## src/hw/rtl/srtf_pkg.sv

```systemverilog
// Shared types and constants for the shortest-remaining-time-first scheduler.
// Used by srtf_ctrl, srtf_dpath and srtf_scheduler; depends on nothing else.

package srtf_pkg;

  localparam int DEF_MAX_JOBS = 16;
  localparam int ID_BITS      = 8;
  localparam int TIME_BITS    = 16;
  localparam int SUM_BITS     = 20;

  localparam logic [TIME_BITS-1:0] TIME_MAX = {TIME_BITS{1'b1}};
  localparam logic [SUM_BITS-1:0]  SUM_MAX  = {SUM_BITS{1'b1}};

  localparam int IN_USER_W   = 1;
  localparam int IN_DATA_W   = 40;
  localparam int OUT_USER_W  = 2;
  localparam int OUT_FIELD_W = ID_BITS + 3 * TIME_BITS + 2 * SUM_BITS + 1;
  localparam int OUT_DATA_W  = ((OUT_FIELD_W + 7) / 8) * 8;
  localparam int OUT_PAD_W   = OUT_DATA_W - OUT_FIELD_W;

  localparam logic OP_LOAD = 1'b0;
  localparam logic OP_TICK = 1'b1;

  typedef struct packed {
    logic [ID_BITS-1:0]   job_id;
    logic [TIME_BITS-1:0] arrival;
    logic [TIME_BITS-1:0] burst;
    logic [TIME_BITS-1:0] remaining;
  } slot_t;

  typedef struct packed {
    logic load;
    logic scan_start;
    logic scan_step;
    logic update;
    logic calc_wait;
    logic commit;
  } cmd_t;

  typedef struct packed {
    logic scan_last;
  } status_t;

endpackage

```

## src/hw/rtl/srtf_ctrl.sv

```systemverilog
// Controller state machine of the scheduler: sequences load, scan, update and report.
// Depends on srtf_pkg; drives the datapath srtf_dpath through cmd_t.

module srtf_ctrl
  import srtf_pkg::*;
(
  input  logic    clk,
  input  logic    rst,
  input  logic    in_tvalid,
  output logic    in_tready,
  input  logic    opcode,
  output logic    out_tvalid,
  input  logic    out_tready,
  input  status_t status,
  output cmd_t    cmd
);

  localparam logic [2:0] S_IDLE   = 3'd0;
  localparam logic [2:0] S_SCAN   = 3'd1;
  localparam logic [2:0] S_DRAIN  = 3'd2;
  localparam logic [2:0] S_UPDATE = 3'd3;
  localparam logic [2:0] S_WAIT   = 3'd4;
  localparam logic [2:0] S_REPORT = 3'd5;

  logic [2:0] state;
  logic [2:0] state_next;
  logic       out_free;

  assign in_tready = (state == S_IDLE);
  assign out_free  = !out_tvalid || out_tready;

  always_comb begin
    cmd        = '0;
    state_next = state;
    case (state)
      S_IDLE: begin
        if (in_tvalid) begin
          if (opcode == OP_LOAD) begin
            cmd.load = 1'b1;
          end else begin
            cmd.scan_start = 1'b1;
            state_next     = S_SCAN;
          end
        end
      end
      S_SCAN: begin
        cmd.scan_step = 1'b1;
        if (status.scan_last) begin
          state_next = S_DRAIN;
        end
      end
      S_DRAIN: begin
        state_next = S_UPDATE;
      end
      S_UPDATE: begin
        cmd.update = 1'b1;
        state_next = S_WAIT;
      end
      S_WAIT: begin
        cmd.calc_wait = 1'b1;
        state_next    = S_REPORT;
      end
      S_REPORT: begin
        if (out_free) begin
          cmd.commit = 1'b1;
          state_next = S_IDLE;
        end
      end
      default: begin
        state_next = S_IDLE;
      end
    endcase
  end

  always_ff @(posedge clk) begin
    if (rst) begin
      state      <= S_IDLE;
      out_tvalid <= 1'b0;
    end else begin
      state <= state_next;
      if (cmd.commit) begin
        out_tvalid <= 1'b1;
      end else if (out_tready) begin
        out_tvalid <= 1'b0;
      end
    end
  end

endmodule

```

## src/hw/rtl/srtf_dpath.sv

```systemverilog
// Datapath of the scheduler: slot memory, minimum search, timing math and totals.
// Depends on srtf_pkg; commanded by srtf_ctrl.

module srtf_dpath
  import srtf_pkg::*;
#(
  parameter int MAX_JOBS = DEF_MAX_JOBS
) (
  input  logic                  clk,
  input  logic                  rst,
  input  cmd_t                  cmd,
  output status_t               status,
  input  logic [IN_DATA_W-1:0]  in_tdata,
  output logic [OUT_USER_W-1:0] out_tuser,
  output logic [OUT_DATA_W-1:0] out_tdata
);

  localparam int IDX_W = $clog2(MAX_JOBS);
  localparam int CNT_W = $clog2(MAX_JOBS + 1);

  slot_t mem [MAX_JOBS];

  logic [ID_BITS-1:0]   in_id;
  logic [TIME_BITS-1:0] in_arr;
  logic [TIME_BITS-1:0] in_burst;

  logic [CNT_W-1:0]     jobs_loaded;
  logic [CNT_W-1:0]     jobs_finished;
  logic [TIME_BITS-1:0] now_time;
  logic [SUM_BITS-1:0]  sum_waiting;
  logic [SUM_BITS-1:0]  sum_turnaround;

  logic [IDX_W-1:0]     scan_idx;
  logic [IDX_W-1:0]     cmp_idx;
  logic                 cmp_vld;
  slot_t                rd_data;

  logic                 best_found;
  logic [IDX_W-1:0]     best_idx;
  slot_t                best;

  logic                 res_ran;
  logic [ID_BITS-1:0]   res_id;
  logic                 res_fin;
  logic [TIME_BITS-1:0] res_comp;
  logic [TIME_BITS-1:0] res_tat;
  logic [TIME_BITS-1:0] res_burst;
  logic [TIME_BITS-1:0] res_wait;

  logic                 load_ok;
  logic                 wr_en;
  logic [IDX_W-1:0]     wr_addr;
  slot_t                wr_data;
  logic                 eligible;
  logic                 better;
  logic [TIME_BITS-1:0] now_next;
  logic [TIME_BITS-1:0] rem_dec;
  logic                 fin;
  logic [TIME_BITS-1:0] tat_calc;
  logic [SUM_BITS:0]    sum_w_wide;
  logic [SUM_BITS:0]    sum_t_wide;
  logic [SUM_BITS-1:0]  sum_w_next;
  logic [SUM_BITS-1:0]  sum_t_next;
  logic                 all_fin;

  assign in_id    = in_tdata[7:0];
  assign in_arr   = in_tdata[23:8];
  assign in_burst = in_tdata[39:24];

  assign load_ok = (in_burst != '0) && (jobs_loaded < CNT_W'(MAX_JOBS));
  assign wr_en   = (cmd.load && load_ok) || (cmd.update && best_found);
  assign wr_addr = cmd.load ? jobs_loaded[IDX_W-1:0] : best_idx;

  assign rem_dec = best.remaining - 1'b1;

  always_comb begin
    if (cmd.load) begin
      wr_data = '{job_id: in_id, arrival: in_arr, burst: in_burst, remaining: in_burst};
    end else begin
      wr_data = '{job_id: best.job_id, arrival: best.arrival, burst: best.burst,
                  remaining: rem_dec};
    end
  end

  assign status.scan_last = (scan_idx == IDX_W'(MAX_JOBS - 1));

  // Slots fill from the bottom and are never freed, so slot i is loaded when i < jobs_loaded.
  assign eligible = cmp_vld && (CNT_W'(cmp_idx) < jobs_loaded) &&
                    (rd_data.remaining != '0) && (rd_data.arrival <= now_time);
  assign better   = !best_found || (rd_data.remaining < best.remaining) ||
                    ((rd_data.remaining == best.remaining) &&
                     (rd_data.arrival < best.arrival));

  assign now_next = (now_time == TIME_MAX) ? now_time : now_time + 1'b1;
  assign fin      = best_found && (rem_dec == '0);
  assign tat_calc = now_next - best.arrival;

  assign sum_w_wide = {1'b0, sum_waiting} + (SUM_BITS + 1)'(res_wait);
  assign sum_t_wide = {1'b0, sum_turnaround} + (SUM_BITS + 1)'(res_tat);
  assign sum_w_next = sum_w_wide[SUM_BITS] ? SUM_MAX : sum_w_wide[SUM_BITS-1:0];
  assign sum_t_next = sum_t_wide[SUM_BITS] ? SUM_MAX : sum_t_wide[SUM_BITS-1:0];
  assign all_fin    = (jobs_finished == jobs_loaded);

  always_ff @(posedge clk) begin
    if (wr_en) begin
      mem[wr_addr] <= wr_data;
    end
    if (cmd.scan_step) begin
      rd_data <= mem[scan_idx];
    end
  end

  always_ff @(posedge clk) begin
    if (rst) begin
      jobs_loaded    <= '0;
      jobs_finished  <= '0;
      now_time       <= '0;
      sum_waiting    <= '0;
      sum_turnaround <= '0;
      scan_idx       <= '0;
      cmp_vld        <= 1'b0;
      best_found     <= 1'b0;
    end else begin
      cmp_vld <= cmd.scan_step;
      if (cmd.load && load_ok) begin
        jobs_loaded <= jobs_loaded + 1'b1;
      end
      if (cmd.scan_start) begin
        scan_idx   <= '0;
        best_found <= 1'b0;
      end else begin
        if (cmd.scan_step && !status.scan_last) begin
          scan_idx <= scan_idx + 1'b1;
        end
        if (eligible && better) begin
          best_found <= 1'b1;
        end
      end
      if (cmd.update) begin
        now_time <= now_next;
        if (fin) begin
          jobs_finished <= jobs_finished + 1'b1;
        end
      end
      if (cmd.commit) begin
        sum_waiting    <= sum_w_next;
        sum_turnaround <= sum_t_next;
      end
    end
  end

  always_ff @(posedge clk) begin
    if (cmd.scan_step) begin
      cmp_idx <= scan_idx;
    end
    if (eligible && better) begin
      best_idx <= cmp_idx;
      best     <= rd_data;
    end
    if (cmd.update) begin
      res_ran   <= best_found;
      res_id    <= best_found ? best.job_id : '0;
      res_fin   <= fin;
      res_comp  <= fin ? now_next : '0;
      res_tat   <= fin ? tat_calc : '0;
      res_burst <= fin ? best.burst : '0;
    end
    if (cmd.calc_wait) begin
      res_wait <= (res_tat > res_burst) ? res_tat - res_burst : '0;
    end
    if (cmd.commit) begin
      out_tuser <= {res_fin, res_ran};
      out_tdata <= {{OUT_PAD_W{1'b0}}, all_fin, sum_t_next, sum_w_next,
                    res_wait, res_tat, res_comp, res_id};
    end
  end

endmodule

```

## src/hw/rtl/srtf_scheduler.sv

```systemverilog
// Top level of the shortest-remaining-time-first scheduler.
// Depends on srtf_pkg and instantiates srtf_ctrl and srtf_dpath.

// A load word stores a job in the next free slot of a table of MAX_JOBS slots; it gives no
// result, and it is dropped when the table is full or the burst is zero. A tick word starts
// the search in its accepting cycle; the search reads the slot memory one slot per cycle and
// is followed by the states DRAIN, UPDATE, WAIT and REPORT, which in turn finish the compare,
// update the chosen slot and time, derive the waiting time and register the result. Each tick
// returns one result word, which waits in an output register while the next word is accepted;
// a tick holds in its REPORT state until the previous result is taken.

module srtf_scheduler
  import srtf_pkg::*;
#(
  parameter int MAX_JOBS = DEF_MAX_JOBS
) (
  input  logic                  clk,
  input  logic                  rst,
  input  logic                  s_axis_tvalid,
  output logic                  s_axis_tready,
  // Bit 0: opcode.
  input  logic [IN_USER_W-1:0]  s_axis_tuser,
  // From bit 0: job_id, arrival_time, burst_time.
  input  logic [IN_DATA_W-1:0]  s_axis_tdata,
  output logic                  m_axis_tvalid,
  input  logic                  m_axis_tready,
  // From bit 0: job_ran, job_finished.
  output logic [OUT_USER_W-1:0] m_axis_tuser,
  // From bit 0: run_id, completion_time, turnaround_time, waiting_time,
  // total_waiting, total_turnaround, all_finished, then zero padding.
  output logic [OUT_DATA_W-1:0] m_axis_tdata
);

  cmd_t    cmd;
  status_t status;

  srtf_ctrl u_ctrl (
    .clk        (clk),
    .rst        (rst),
    .in_tvalid  (s_axis_tvalid),
    .in_tready  (s_axis_tready),
    .opcode     (s_axis_tuser[0]),
    .out_tvalid (m_axis_tvalid),
    .out_tready (m_axis_tready),
    .status     (status),
    .cmd        (cmd)
  );

  srtf_dpath #(
    .MAX_JOBS (MAX_JOBS)
  ) u_dpath (
    .clk       (clk),
    .rst       (rst),
    .cmd       (cmd),
    .status    (status),
    .in_tdata  (s_axis_tdata),
    .out_tuser (m_axis_tuser),
    .out_tdata (m_axis_tdata)
  );

endmodule
```

## config.mk

```make
export PLATFORM = sky130hd
export DESIGN_NAME = srtf_scheduler
export DESIGN_NICKNAME = d
export VERILOG_FILES = /design/src/hw/rtl/srtf_pkg.sv /design/src/hw/rtl/srtf_ctrl.sv /design/src/hw/rtl/srtf_dpath.sv /design/src/hw/rtl/srtf_scheduler.sv
export SDC_FILE = /design/constraint.sdc
export NUM_CORES = 2
export LEC_CHECK = 0
export BUFFER_PORTS_ARGS = -buffer_cell sky130_fd_sc_hd__clkbuf_2
export CAP_MARGIN = 10
export CORE_MARGIN = 2
export CORE_UTILIZATION = 40
export CTS_CLUSTER_DIAMETER = 150
export DETAILED_ROUTE_END_ITERATION = 8
export GPL_ROUTABILITY_DRIVEN = 0
export SYNTH_ARGS = -nofsm -noshare
export SYNTH_HDL_FRONTEND = slang
export SYNTH_HIERARCHICAL = 1
export SYNTH_SLANG_ARGS = --single-unit
```

## constraint.sdc

```tcl
create_clock -name clk -period 8.3 [get_ports clk]
set_input_delay 1.245 -clock clk [delete_from_list [all_inputs] [get_ports clk]]
set_output_delay 1.245 -clock clk [all_outputs]
set_load 0.02 [all_outputs]
```

---- Word level (Yosys, flattened, before mapping) ----
Memories as Yosys holds them, arrays and structs flattened. A register that Yosys moved wholly into a read port is not among the register bits.
Index checks and enable logic that the tools add are counted.
word-level totals
  memory bits (writable) .................. 896
  memories kept ........................... 1
  bits in registers ....................... 313
  word-level logic and storage cells ...... 102
  input bits .............................. 45
memories
  name         depth  width  rd ports  clocked after memory_dff  write ports  line              source
  u_dpath.mem  16     56     1         1                         1            srtf_dpath.sv:21  slot_t mem [MAX_JOBS];
operators by class
  mux-type cells .......................... 23
  equal/unequal tests ..................... 13
  reduce and logical (&&, ||, !) cells .... 25
  magnitude comparators ................... 6
  add/sub/neg operators ................... 9
operator list
  cell                                                 number
  two-way mux 56 bit                                   1
  adder 20 x 16 -> 21 bit                              2
  two-way mux 20 bit                                   2
  < comparator 16 bit                                  2
  nonzero test 16 bit                                  2
  subtractor 16 bit                                    2
  one-hot mux 3 bit (6 select lines)                   1
  adder 16 x 1 -> 16 bit, second input constant        1
  equality test 16 bit                                 1
  equality test 16 bit, second input constant          1
  > comparator 16 bit                                  1
  <= comparator 16 bit                                 1
  logical NOT 16 bit                                   1
  two-way mux 16 bit                                   1
  subtractor 16 x 1 -> 16 bit, second input constant   1
  two-way mux 3 bit                                    4
  two-way mux 1 bit                                    11
  adder 5 x 1 -> 5 bit, second input constant          2
  logical AND 1 bit                                    10
  equality test 3 x 2 -> 1 bit, second input constant  2
  equality test 3 bit, second input constant           2
  != test 2 x 1 -> 1 bit, second input constant        3
  equality test 5 bit                                  1
  < comparator 4 x 5 -> 1 bit                          1
  other kinds (14)                                     20

---- Logic depth before layout (Yosys ltp) ----
  depth after elaboration ................. 7
  depth in mapped cells ................... 16
  depth with buffers taken out ............ 15

---- Cells and area by module ----
The synthesis kept the hierarchy.
by module, submodules not included
  module      area each (µm²)  cells each  times used  seq. area each (µm²)
  srtf_dpath  51,486.9         2,817       1           37,145.6
  srtf_ctrl   251.5            28          1           80.1

---- Worst setup path after synthesis ----
No wires, ideal clock.
  kind .................................... in2reg
  start ................................... in s_axis_tuser
  end ..................................... mem u_dpath/mem[0][0] (netlist bit), enable pin
  data required time ...................... 7.830 ns
  buffers on the path ..................... 1
  path slack .............................. 2.909 ns
  stages on the path ...................... 8
  arrival ................................. 4.921 ns
  cell sequence ........................... and3b_1 > clkbuf_1 > nand2b_1 > a41oi_1 > a21oi_1 > nor2b_1 > nand2_1 > nor2_1
between the ends
  word-level cells in the longest chain between the ends .. 7
  elaborated cells between the ends (all ways) .. 8
  those cells by class .................... 6 x mux; 2 x reduce/logical
ends and longest elaborated chain
  what                                     line                  source
  from (decl)                              srtf_scheduler.sv:22  input logic [IN_USER_W-1:0] s_axis_tuser,
  two-way mux 1 bit *                      srtf_ctrl.sv:38       if (opcode == OP_LOAD) begin
  two-way mux 2 bit *                      srtf_ctrl.sv:37       if (in_tvalid) begin
  two-way mux 2 bit *                      srtf_ctrl.sv:35       case (state)
  logical AND 1 bit                        srtf_dpath.sv:71      assign wr_en = (cmd.load && load_ok) || (cmd.update && best_found);
  logical OR 1 bit                         srtf_dpath.sv:71
  two-way mux 1 bit                        srtf_dpath.sv:105     if (wr_en) begin
  two-way mux 1 bit (not written as such)  srtf_dpath.sv:106     mem[wr_addr] <= wr_data;
  to (decl)                                srtf_dpath.sv:21
Mark *: on every way between the ends. The rest lies on a longest branch, timed or not.

==> metrics.cfg <==
[cts]
cts_resized=0
cts_tree=done
cts_htree_levels=4
cts.sinks=1265
cts_root_buffer=clkbuf_16
hold_buffers=0
cts_buffer_depth=3
clkLatencyLatePin_ns=0.76
clkTransAtPathRegs_ns=0.06
cts_setup_buffers=0
numCtsBuffers=133

[place]
io_buffers=145
hpwlAfterDp_mm=80.44
place_inst=4676

[timing]
setup_viol=0
rsz0062_at_grt=no
whs_ns=0.4177
max_freq_mhz=208.1
tightest_slew_ns=1.200
fin_tns_setup_ns=0
maxSlewViolCount=0
min_period_over_period_pct=57.90
fin_skew_ns=0.06137
relSlewSlack_pct=19.46
hold_violations=0
period_needed_ns=4.806

[final_layout]
drive_gt1_share_pct=23.88
layout_common_cells=edfxtp_1 (1189), mux4_2 (280), clkbuf_2 (144)
n_fill_cell=10720
layout.nets=3255
fin_util_pct=46.39
final_common_cell=edfxtp_1
fin_cells=4921
area_growth_pct=14.77

[run_status]
outcome=finished clean

[power_and_ir_drop]
vdd_drop_max_uv=210.8
power_leakage_uw=0.01948
power_density_nw_per_um2=226.5

[global_route]
grt_max_degree=135
grt_antenna_before_repair=3
grt_pass1_wl_mm=185.5
first_global_vias=27700
grt_overflow=0
track_usage_pct=19.08

[floorplanning]
fp.coreArea_sq_um=128000
die_area_sq_um=132200
die_x_microns=363.6
io_pins=153
dieHeight_microns=363.6
start_util_pct=40.42
rows=131

[synthesis]
avgSynthCellArea_sq_um=18.19
ys_types=75
synthArstFlopShare_pct=0
synthCells=2845
yosysWarnings=6
ys_seq_elements=1265
syn-cell-area_sq_um=51740
ys.flop_type=edfxtp_1
yosysSeqAreaShare_pct=71.95
synth_edf_count=1189

[detailed_routing]
vias=27460
postRouteAntennaNets=0
drt-pass1-iter-count=8
drt-total-wl_mm=125.9
drt_iter0_markers=2828
wl_per_cell_microns=25.58
avgViaCountPerCell=5.580
post-route-drc-count=0

[worst_setup_path]
crit_path_max_fanout=31
crit_slowest_cell=a41oi_1
cp.required_ns=8.68
critPathKind=register to register
critPathLaunchType=register
slowest_delay_ns=0.95
crit_chain=nor3_2 > and3b_4 > nand2b_1 > a41oi_1 > a21oi_1 > nor2_1 > nand2_1 > nor2_4 > buf_4
arrival_ns=5.18
crit_path_end_kind=register

[worst_hold_path]
min_path_type=register to register

[job]
cap_violations=0

[per-stage QoR]
step / setup slack, ns / power [uW] / instance area [sq um]
after global routing: 3.207 / 13870 / 59380
after global placement: 2.888 / 7625 / 54920
after detailed placement: 2.846 / 7638 / 54920
after floorplan: 2.909 / 7455 / 51760
final: 3.494 / 13450 / 59380
after CTS: 3.489 / 13580 / 59300
[report_power, final]
part           switching (uW)  total, uW  internal, uW
Sequential               32.2       7040          7010
Combinational             271        456           184
Clock                    2470       5950          3480
Total                    2780      13400         10700
[kinds of logic after synthesis]
kind of cell | Yosys count | synth area share [%]
AND/OR/NAND/NOR | 512 | 4.897
AO/OA/AOI/OAI | 326 | 4.130
other | 1 | 0.007248
multiplexers | 311 | 12.83
flip-flops | 1265 | 71.95
adder cells (fa/ha/maj) | 123 | 3.033
buffers and inverters | 222 | 1.710
XOR/XNOR | 85 | 1.439
[critical path, delay by kind of cell, from the launching register on]
kind,cells,cell delay [ns]
AO/OA/AOI/OAI,2,1.12
buffers and inverters,1,0.65
AND/OR/NAND/NOR,6,2.21
flip-flops,1,0.37
[synth_stat cells (4+ instances only)]
| cell type | n | share of area [%] |
|---|---|---|
| xor2_1 | 24 | 0.41 |
| fa_1 | 4 | 0.15 |
| buf_2 | 5 | 0.048 |
| nand3_1 | 27 | 0.26 |
| a31oi_1 | 24 | 0.29 |
| and2_1 | 32 | 0.39 |
| buf_4 | 8 | 0.12 |
| nor2_1 | 154 | 1.1 |
| nor3_1 | 48 | 0.46 |
| dfxtp_1 | 76 | 2.9 |
| nor2b_1 | 18 | 0.22 |
| a211o_1 | 4 | 0.068 |
| a211oi_1 | 26 | 0.38 |
| edfxtp_1 | 1189 | 69 |
| nand2_1 | 112 | 0.81 |
| buf_1 | 18 | 0.13 |
| o31a_1 | 4 | 0.068 |
| and3_1 | 17 | 0.21 |
| a311oi_1 | 26 | 0.44 |
| a21oi_1 | 74 | 0.72 |
| inv_1 | 97 | 0.70 |
| nor4_1 | 14 | 0.17 |
| o2111ai_1 | 4 | 0.068 |
| ha_1 | 119 | 2.9 |
| nor3b_1 | 5 | 0.073 |
| o211ai_1 | 5 | 0.073 |
| or3_1 | 6 | 0.073 |
| nand3b_1 | 6 | 0.087 |
| a21o_1 | 35 | 0.51 |
| or2_2 | 13 | 0.16 |
| a41oi_1 | 5 | 0.085 |
| nand4_1 | 27 | 0.33 |
| o21bai_1 | 8 | 0.12 |
| o31ai_1 | 7 | 0.10 |
| xnor2_1 | 61 | 1.0 |
| clkbuf_1 | 90 | 0.65 |
| mux4_2 | 280 | 12 |
| nand2b_1 | 15 | 0.18 |
| mux2_2 | 19 | 0.41 |
| o21a_1 | 8 | 0.12 |
| mux2i_1 | 12 | 0.23 |
| o21ai_0 | 75 | 0.73 |
[final cells by class]
type	instances	area (sq um)	share of cell area (%)
Antenna cell	1	2.502	0.004214
Multi-Input combinational cell	1364	13790	23.23
Inverter	98	372.9	0.6279
Sequential cell	1265	37240	62.72
Tap cell	1729	2163	3.643
Clock inverter	67	805.8	1.357
Timing Repair Buffer	225	1425	2.400
Clock buffer	172	3577	6.024
[path summary, 6_finish.rpt]
path / from / slack, ns / depth (start not counted) / to
hold / removal: u_dpath/rd_data[49] / 0.42 / 0 / u_dpath/best[49]
setup reg to reg: u_ctrl/state[1] / 3.49 / 9 / u_dpath/mem[15][25]
hold reg to reg: u_dpath/rd_data[49] / 0.42 / 0 / u_dpath/best[49]
setup / recovery: u_ctrl/state[1] / 3.49 / 9 / u_dpath/mem[15][25]
[sequential cells by signal, indices dropped and copies added (netlist names), 5 cells and up]
| signal | cells |
|---|---|
| u_dpath/res_comp | 16 |
| u_dpath/jobs_finished | 5 |
| u_dpath/now_time | 16 |
| u_dpath/res_wait | 16 |
| u_dpath/res_id | 8 |
| u_dpath/out_tdata | 97 |
| u_dpath/mem | 896 |
| u_dpath/best | 56 |
| u_dpath/sum_turnaround | 20 |
| u_dpath/jobs_loaded | 5 |
| u_dpath/res_tat | 16 |
| u_dpath/res_burst | 16 |
| u_dpath/rd_data | 56 |
| u_dpath/sum_waiting | 20 |
[metal layers]
metal / GRT usage, % / wire length, microns / vias to the layer above
met5: 0 / 32 / -
met1: 25.89 / 52430 / 14220
met4: 4.817 / 2591 / 6
li1: - / - / 11910
met2: 31.89 / 62070 / 1125
met3: 3.447 / 8777 / 199
No activity file was read; power rests on OpenSTA's default activity.
